--- config.mk ---
export PLATFORM = sky130hd
export DESIGN_NAME = fit_policy_memory_allocator
export DESIGN_NICKNAME = d
export VERILOG_FILES = /design/src/rtl/fpma_pkg.sv /design/src/rtl/fpma_cell.sv /design/src/rtl/fit_policy_memory_allocator.sv
export SDC_FILE = /design/constraint.sdc
export NUM_CORES = 2
export LEC_CHECK = 0
export ABC_CLOCK_PERIOD_IN_PS = 10600
export BUFFER_PORTS_ARGS = -buffer_cell sky130_fd_sc_hd__clkbuf_2
export CAP_MARGIN = 30
export CORE_UTILIZATION = 35
export DETAILED_ROUTE_END_ITERATION = 8
export PLACE_DENSITY = 0.59
export SKIP_CTS_REPAIR_TIMING = 1
export SLEW_MARGIN = 20
export SYNTH_ARGS = -nofsm -noshare
export SYNTH_HDL_FRONTEND = slang
export SYNTH_HIERARCHICAL = 1
export SYNTH_SLANG_ARGS = --single-unit
--- constraint.sdc ---
create_clock -name clk -period 10.6 [get_ports clk]
set_clock_uncertainty 0.15 [all_clocks]
set_input_delay 2.65 -clock clk [delete_from_list [all_inputs] [get_ports clk]]
set_output_delay 2.65 -clock clk [all_outputs]
set_load 0.01 [all_outputs]
--- src/rtl/fpma_pkg.sv ---
`timescale 1ns / 1ps
package fpma_pkg;

	localparam int NUM_SLOTS = 16;
	localparam int SIZE_BITS = 16;

	localparam int IDX_BITS = (NUM_SLOTS > 1) ? $clog2(NUM_SLOTS) : 1;
	localparam int CNT_BITS = $clog2(NUM_SLOTS + 1);

	localparam logic [1:0] CMD_LOAD    = 2'd0;
	localparam logic [1:0] CMD_ALLOC   = 2'd1;
	localparam logic [1:0] CMD_RESTORE = 2'd2;

	localparam logic [1:0] POL_FIRST = 2'd0;
	localparam logic [1:0] POL_BEST  = 2'd1;
	localparam logic [1:0] POL_WORST = 2'd2;

	localparam logic REG_POLICY = 1'b0;
	localparam logic REG_BLOCKS = 1'b1;

	typedef logic [SIZE_BITS-1:0] size_t;
	typedef logic [IDX_BITS-1:0]  idx_t;

	// search record handed from cell to cell
	typedef struct packed {
		logic  valid;
		logic  found;
		idx_t  idx;
		size_t size;
	} rec_t;

	// table writes broadcast to every cell
	typedef struct packed {
		logic  load;
		logic  restore;
		logic  upd;
		idx_t  idx;
		size_t data;
	} cell_wr_t;

	// search settings; the user must keep them stable while a scan runs, the block does not enforce it
	typedef struct packed {
		logic [1:0]          policy;
		size_t               need;
		logic [CNT_BITS-1:0] active;
	} scan_ctl_t;

	function automatic size_t to_size(input logic [15:0] v);
		logic [31:0] t;
		t = 32'(v);
		return t[SIZE_BITS-1:0];
	endfunction

	function automatic logic [15:0] from_size(input size_t v);
		logic [31:0] t;
		t = 32'(v);
		return t[15:0];
	endfunction

endpackage

--- src/rtl/fpma_cell.sv ---
`timescale 1ns / 1ps
module fpma_cell
	import fpma_pkg::*;
(
	input  logic      clk,
	input  logic      arst_n,
	input  idx_t      idx,
	input  cell_wr_t  wr,
	input  scan_ctl_t ctl,
	input  rec_t      rec_in,
	output rec_t      rec_out
);

	size_t hole_q;
	size_t orig_q;
	logic  valid_q;
	logic  found_q;
	idx_t  idx_q;
	size_t size_q;
	rec_t  rec_d;
	logic  part;
	logic  fits;
	logic  take;

	assign part = 32'(idx) < 32'(ctl.active);
	assign fits = hole_q >= ctl.need;

	always_comb begin
		case (ctl.policy)
			POL_BEST:  take = fits && (!rec_in.found || hole_q < rec_in.size);
			// largest hole wins, the fit check comes at the end of the row
			POL_WORST: take = !rec_in.found || hole_q > rec_in.size;
			default:   take = fits && !rec_in.found;
		endcase
	end

	always_comb begin
		rec_d = rec_in;
		if (part && take) begin
			rec_d.found = 1'b1;
			rec_d.idx   = idx;
			rec_d.size  = hole_q;
		end
	end

	always_ff @(posedge clk or negedge arst_n) begin
		if (!arst_n) begin
			valid_q <= 1'b0;
		end else begin
			valid_q <= rec_in.valid;
		end
	end

	always_ff @(posedge clk) begin
		found_q <= rec_d.found;
		idx_q   <= rec_d.idx;
		size_q  <= rec_d.size;
		if (wr.load && wr.idx == idx) begin
			orig_q <= wr.data;
			hole_q <= wr.data;
		end else if (wr.restore) begin
			hole_q <= orig_q;
		end else if (wr.upd && wr.idx == idx) begin
			hole_q <= wr.data;
		end
	end

	assign rec_out = '{valid: valid_q, found: found_q, idx: idx_q, size: size_q};

endmodule

--- src/rtl/fit_policy_memory_allocator.sv ---
`timescale 1ns / 1ps
// channel  valid      stall      payload
// in       in_valid   in_stall   command, block_slot, request_size
// out      out_valid  out_stall  granted, chosen_slot, size_before, hole_left
// cfg      cfg_we     -          cfg_index, cfg_data
//
// load and restore write the table when accepted; an allocate lasts while
// the search record walks the row of cells, one cell a cycle.
// reset clears control and configuration; table contents are undefined
// until loaded. in_stall is high while an allocate is in flight; a finished
// result waits in the output register and does not block loads or restores.
module fit_policy_memory_allocator
	import fpma_pkg::*;
(
	input  logic        clk,
	input  logic        arst_n,
	input  logic        cfg_we,
	input  logic        cfg_index,
	input  logic [4:0]  cfg_data,
	input  logic        in_valid,
	output logic        in_stall,
	input  logic [1:0]  command,
	input  logic [3:0]  block_slot,
	input  logic [15:0] request_size,
	output logic        out_valid,
	input  logic        out_stall,
	output logic        granted,
	output logic [3:0]  chosen_slot,
	output logic [15:0] size_before,
	output logic [15:0] hole_left
);

	localparam logic [1:0] ST_IDLE = 2'd0;
	localparam logic [1:0] ST_SCAN = 2'd1;
	localparam logic [1:0] ST_DONE = 2'd2;

	logic [1:0] state_q;
	logic [1:0] policy_q;
	logic [4:0] blocks_q;
	logic       start_q;
	size_t      need_q;
	logic       res_ok_q;
	idx_t       res_idx_q;
	size_t      res_before_q;
	size_t      res_left_q;
	logic       out_valid_q;
	logic       out_ok_q;
	logic [3:0] out_slot_q;
	logic [15:0] out_before_q;
	logic [15:0] out_left_q;

	logic       accept;
	logic       out_free;
	logic       slot_ok;
	logic       res_ok;
	cell_wr_t   wr;
	scan_ctl_t  ctl;
	rec_t       rec_head;
	rec_t       recs [NUM_SLOTS];
	rec_t       rec_tail;
	logic [NUM_SLOTS-1:0] tok;

	assign in_stall = (state_q != ST_IDLE);
	assign accept   = in_valid && !in_stall;
	assign out_free = !out_valid_q || !out_stall;
	assign slot_ok  = 32'(block_slot) < NUM_SLOTS;

	assign ctl.policy = policy_q;
	assign ctl.need   = need_q;
	assign ctl.active = (32'(blocks_q) > NUM_SLOTS) ? CNT_BITS'(NUM_SLOTS)
		: CNT_BITS'(blocks_q);

	always_comb begin
		wr.load    = accept && command == CMD_LOAD && slot_ok;
		wr.restore = accept && command == CMD_RESTORE;
		wr.upd     = (state_q == ST_DONE) && out_free && res_ok_q;
		if (wr.upd) begin
			wr.idx  = res_idx_q;
			wr.data = res_left_q;
		end else begin
			wr.idx  = IDX_BITS'(block_slot);
			wr.data = to_size(request_size);
		end
	end

	always_comb begin
		rec_head.valid = start_q;
		rec_head.found = 1'b0;
		rec_head.idx   = '0;
		rec_head.size  = '0;
	end

	genvar g;
	generate
		for (g = 0; g < NUM_SLOTS; g++) begin : g_cell
			fpma_cell u_cell (
				.clk     (clk),
				.arst_n  (arst_n),
				.idx     (IDX_BITS'(g)),
				.wr      (wr),
				.ctl     (ctl),
				.rec_in  ((g == 0) ? rec_head : recs[(g == 0) ? 0 : g - 1]),
				.rec_out (recs[g])
			);
			assign tok[g] = recs[g].valid;
		end
	endgenerate

	assign rec_tail = recs[NUM_SLOTS-1];
	// worst fit only learns at the end whether the largest hole is enough
	assign res_ok = rec_tail.found
		&& (policy_q != POL_WORST || rec_tail.size >= need_q);

	always_ff @(posedge clk or negedge arst_n) begin
		if (!arst_n) begin
			state_q     <= ST_IDLE;
			policy_q    <= POL_FIRST;
			blocks_q    <= '0;
			start_q     <= 1'b0;
			out_valid_q <= 1'b0;
		end else begin
			if (cfg_we) begin
				case (cfg_index)
					REG_POLICY: policy_q <= cfg_data[1:0];
					REG_BLOCKS: blocks_q <= cfg_data;
					default:    ;
				endcase
			end
			start_q <= accept && command == CMD_ALLOC;
			if (state_q == ST_DONE && out_free) begin
				out_valid_q <= 1'b1;
			end else if (!out_stall) begin
				out_valid_q <= 1'b0;
			end
			case (state_q)
				ST_IDLE: begin
					if (accept && command == CMD_ALLOC) begin
						state_q <= ST_SCAN;
					end
				end
				ST_SCAN: begin
					if (rec_tail.valid) begin
						state_q <= ST_DONE;
					end
				end
				ST_DONE: begin
					if (out_free) begin
						state_q <= ST_IDLE;
					end
				end
				default: state_q <= ST_IDLE;
			endcase
		end
	end

	always_ff @(posedge clk) begin
		if (accept && command == CMD_ALLOC) begin
			need_q <= to_size(request_size);
		end
		if (state_q == ST_SCAN && rec_tail.valid) begin
			res_ok_q     <= res_ok;
			res_idx_q    <= res_ok ? rec_tail.idx : '0;
			res_before_q <= res_ok ? rec_tail.size : '0;
			res_left_q   <= res_ok ? rec_tail.size - need_q : '0;
		end
		if (state_q == ST_DONE && out_free) begin
			out_ok_q     <= res_ok_q;
			out_slot_q   <= 4'(32'(res_idx_q));
			out_before_q <= from_size(res_before_q);
			out_left_q   <= from_size(res_left_q);
		end
	end

	assign out_valid   = out_valid_q;
	assign granted     = out_ok_q;
	assign chosen_slot = out_slot_q;
	assign size_before = out_before_q;
	assign hole_left   = out_left_q;

`ifndef NO_ASSERTIONS
	// only one search record walks the row at a time
	a_one_token: assert property (@(posedge clk) disable iff (!arst_n)
		$onehot0(tok))
		else $error("more than one search record in the row");

	a_tail_in_scan: assert property (@(posedge clk) disable iff (!arst_n)
		rec_tail.valid |-> state_q == ST_SCAN)
		else $error("search record left the row outside a scan");

	a_fail_zero: assert property (@(posedge clk) disable iff (!arst_n)
		out_valid && !granted |-> chosen_slot == 4'd0 && size_before == 16'd0
			&& hole_left == 16'd0)
		else $error("failed allocation carries non-zero fields");

	a_no_wrap: assert property (@(posedge clk) disable iff (!arst_n)
		out_valid && granted |-> hole_left <= size_before)
		else $error("hole grew on allocation");
`endif

endmodule
==> results.cfg <==
[drt]
wl_per_cell_microns = 21.7
vias = 31800
firstDrtPassIters = 6
drcViolationCount = 0
drt_wl_total_mm = 139
ant_nets = 0
viasPerCell = 4.96
drtIter0Drc = 2555

[critical_path]
required_ps = 10880
crit_type = primary input to flop
slowest_stage = mux2_2
crit_arrival_ps = 7180
cp_num_buf_inv = 3
crit_fanout = 38
max_stage_delay_ps = 910
crit_path_end_kind = flop
cp_top_family = simple AND/OR/NAND/NOR gates
crit_path_cell_trace = clkbuf_2 -> a21oi_4 -> buf_4 -> nand2_1 -> mux2_2 -> xor2_1 -> nor4_1 -> and2_1 -> nor2b_1 -> buf_4 -> mux2_2
start_kind = primary input

[sta]
setup_viol = 0
max_slew_margin = 0.323
period_share = 0.651
slew_viol_final = 0
fin_crit_ps = 6900
fin_ws_ps = 3700
max_freq_mhz = 145
fin_setup_tns_ps = 0
final-hold-violation-count = 0
rsz0062_at_grt = false
worstMarginPinSlew_ps = 1010

[yosys]
ys_warn_count = 6
synth_edf_count = 602
synthArstFlopShare = 0.0280
ys_ff_latch = 965
yosysUniqueCellTypes = 54
synth_area_sq_um = 49900
synth_ff_type = edfxtp_1
avgSynthCellArea_sq_um = 12.3
syn_inst = 4051
ys_seq_area_frac = 0.511

[clock_network]
cts.sinks = 965
clkLatencyLatePin_ps = 690
htreeDepth = 3
max-clock-path-buffers = 3
clk_transition_reported_paths_ps = 60
cts_buffers = 100
cts_tree = yes
cts_root_buf = clkbuf_16

[finish]
nNetsFinal = 5041
final_cell_mix = 628 x inv_1, 602 x edfxtp_1, 587 x mux2_2
final_util = 0.404
syn2layout_area_growth_pct = 14.5
final_common_cell = inv_1
drive_gt1_frac = 0.207

[worst_hold_path]
min_path_type = flop to flop

[pwr]
power.leakage_nw = 23.8
ir_drop_uv = 183
finalPower_mw = 12.2
power_density_nw_per_um2 = 213

[floorplanning]
start_util = 0.353
core_sq_um = 141000
die_x_microns = 380
die_area_sq_um = 144000
dieHeight_microns = 380
std_cell_rows = 138
io_pins = 72

[global_routing]
grtUsageTotal = 0.190
grt_pass1_wl_mm = 203
antenna_found_initial = 3
grt_pass1_vias = 30900
grt_max_degree = 39
grt_remaining_overflow = 0

[flow_run]
cap_violations = 0

[placement]
gp_congestion = 0.865
io_buffers = 71
dp_slack_ps = 3000
place_hpwl_mm = 99.0

[run_status]
status = complete, no violations
-- flip-flops by register name, indices dropped and copies added (netlist names), 64 cells and up --
name and flops:
g_cell.u_cell/size_q 256, g_cell.u_cell/orig_q 256, g_cell.u_cell/idx_q 64, g_cell.u_cell/hole_q 256
-- cells in the mapped netlist (all sizes together), types with 2 or more instances --
library cell | count | share of area
inv | 628 | 0.047
mux2 | 603 | 0.14
edfxtp | 602 | 0.36
ha | 576 | 0.14
dfxtp | 336 | 0.13
a21oi | 175 | 0.018
nand4 | 130 | 0.016
o21ai | 104 | 0.010
buf | 84 | 0.014
nand2 | 83 | 0.0062
xor2 | 70 | 0.012
nor2 | 58 | 0.0044
nor2b | 56 | 0.0070
a21o | 50 | 0.0075
nor4 | 49 | 0.0061
nand3 | 48 | 0.0048
nand2b | 38 | 0.0048
and2 | 34 | 0.0043
a2111oi | 33 | 0.0058
a31oi | 32 | 0.0040
dfrtp | 27 | 0.014
nor3 | 23 | 0.0023
a211oi | 20 | 0.0031
clkbuf | 19 | 0.0014
nor3b | 19 | 0.0045
o21a | 19 | 0.0029
o2111ai | 17 | 0.0031
o211ai | 17 | 0.0026
o22ai | 17 | 0.0021
a221o | 16 | 0.0032
o21bai | 16 | 0.0024
or2b | 16 | 0.0024
or3 | 16 | 0.0020
xnor2 | 4 | 0.00070
a211o | 2 | 0.00035
and2b | 2 | 0.00033
conb | 2 | 0.00015
-- layout make-up --
cell class / instances / area [sq um]
clock buffer: 133 / 2870
fill: 13200 / 84300
antenna: 2 / 5.00
sequential: 965 / 25500
tap: 1890 / 2360
inverter: 629 / 2360
multi-input combinational: 2583 / 22200
timing repair buffer: 152 / 1220
clock inverter: 56 / 679
-- worst register-to-register path: cells and delay by family, from the launching register on --
kind	cells	cell delay, ps
flops	1	400
buf+inv	2	720
xor+xnor	1	170
mux	2	1210
simple gates	5	2390
compound gates	1	120
-- metal layers --
layer  vias up  share of wire  track usage
met5         -              0            0
met4         0          0.031       0.0616
met3       221          0.056       0.0256
met2       884           0.45        0.300
met1     15500           0.47        0.268
li1      15200              -            -
-- worst paths after layout --
kind / depth (start not counted) / to / slack (ps) / startpoint
max: 11 / g_cell[11].u_cell/hole_q[15] / 3700 / out_stall
min: 0 / g_cell[6].u_cell/valid_q / 200 / g_cell[5].u_cell/valid_q
max reg2reg: 11 / g_cell[11].u_cell/hole_q[15] / 5180 / state_q[0]
min reg2reg: 0 / g_cell[6].u_cell/valid_q / 200 / g_cell[5].u_cell/valid_q
max in group asynchronous: 1 / policy_q[1] / 8050 / arst_n
min in group asynchronous: 1 / policy_q[0] / 1820 / arst_n
-- power breakdown --
part | leakage, nW | internal, mW | switching, mW
sequential | 8.63 | 4.75 | 0.539
clock | 1.72 | 2.19 | 1.54
combinational | 13.5 | 1.45 | 1.72
-- logic make-up (layout without fill, tap and decap cells) --
family                     after synthesis  after routing  synth area share
DFF                                    965            965             0.511
and+or+nand+nor                        574            574            0.0657
xor gates and xnor gates                74             74            0.0130
AOI/OAI and AO/OA                      523            523            0.0660
buffers and inverters                  732            970            0.0631
muxes                                  604            604             0.136
other                                    2            233          0.000151
adders and majority gates              577            577             0.145
-- through the flow --
stage                     hold slack (ps)  cell area [sq um]  std cells
final                                 201              57100       6410
after global routing                  206              57100       6409
after CTS                             204              57000       6402
after detailed placement              186              53400       6213
after global placement                185              53200       6201
after floorplan                       181              50700       4280
Power figures use the tool's default switching activity.
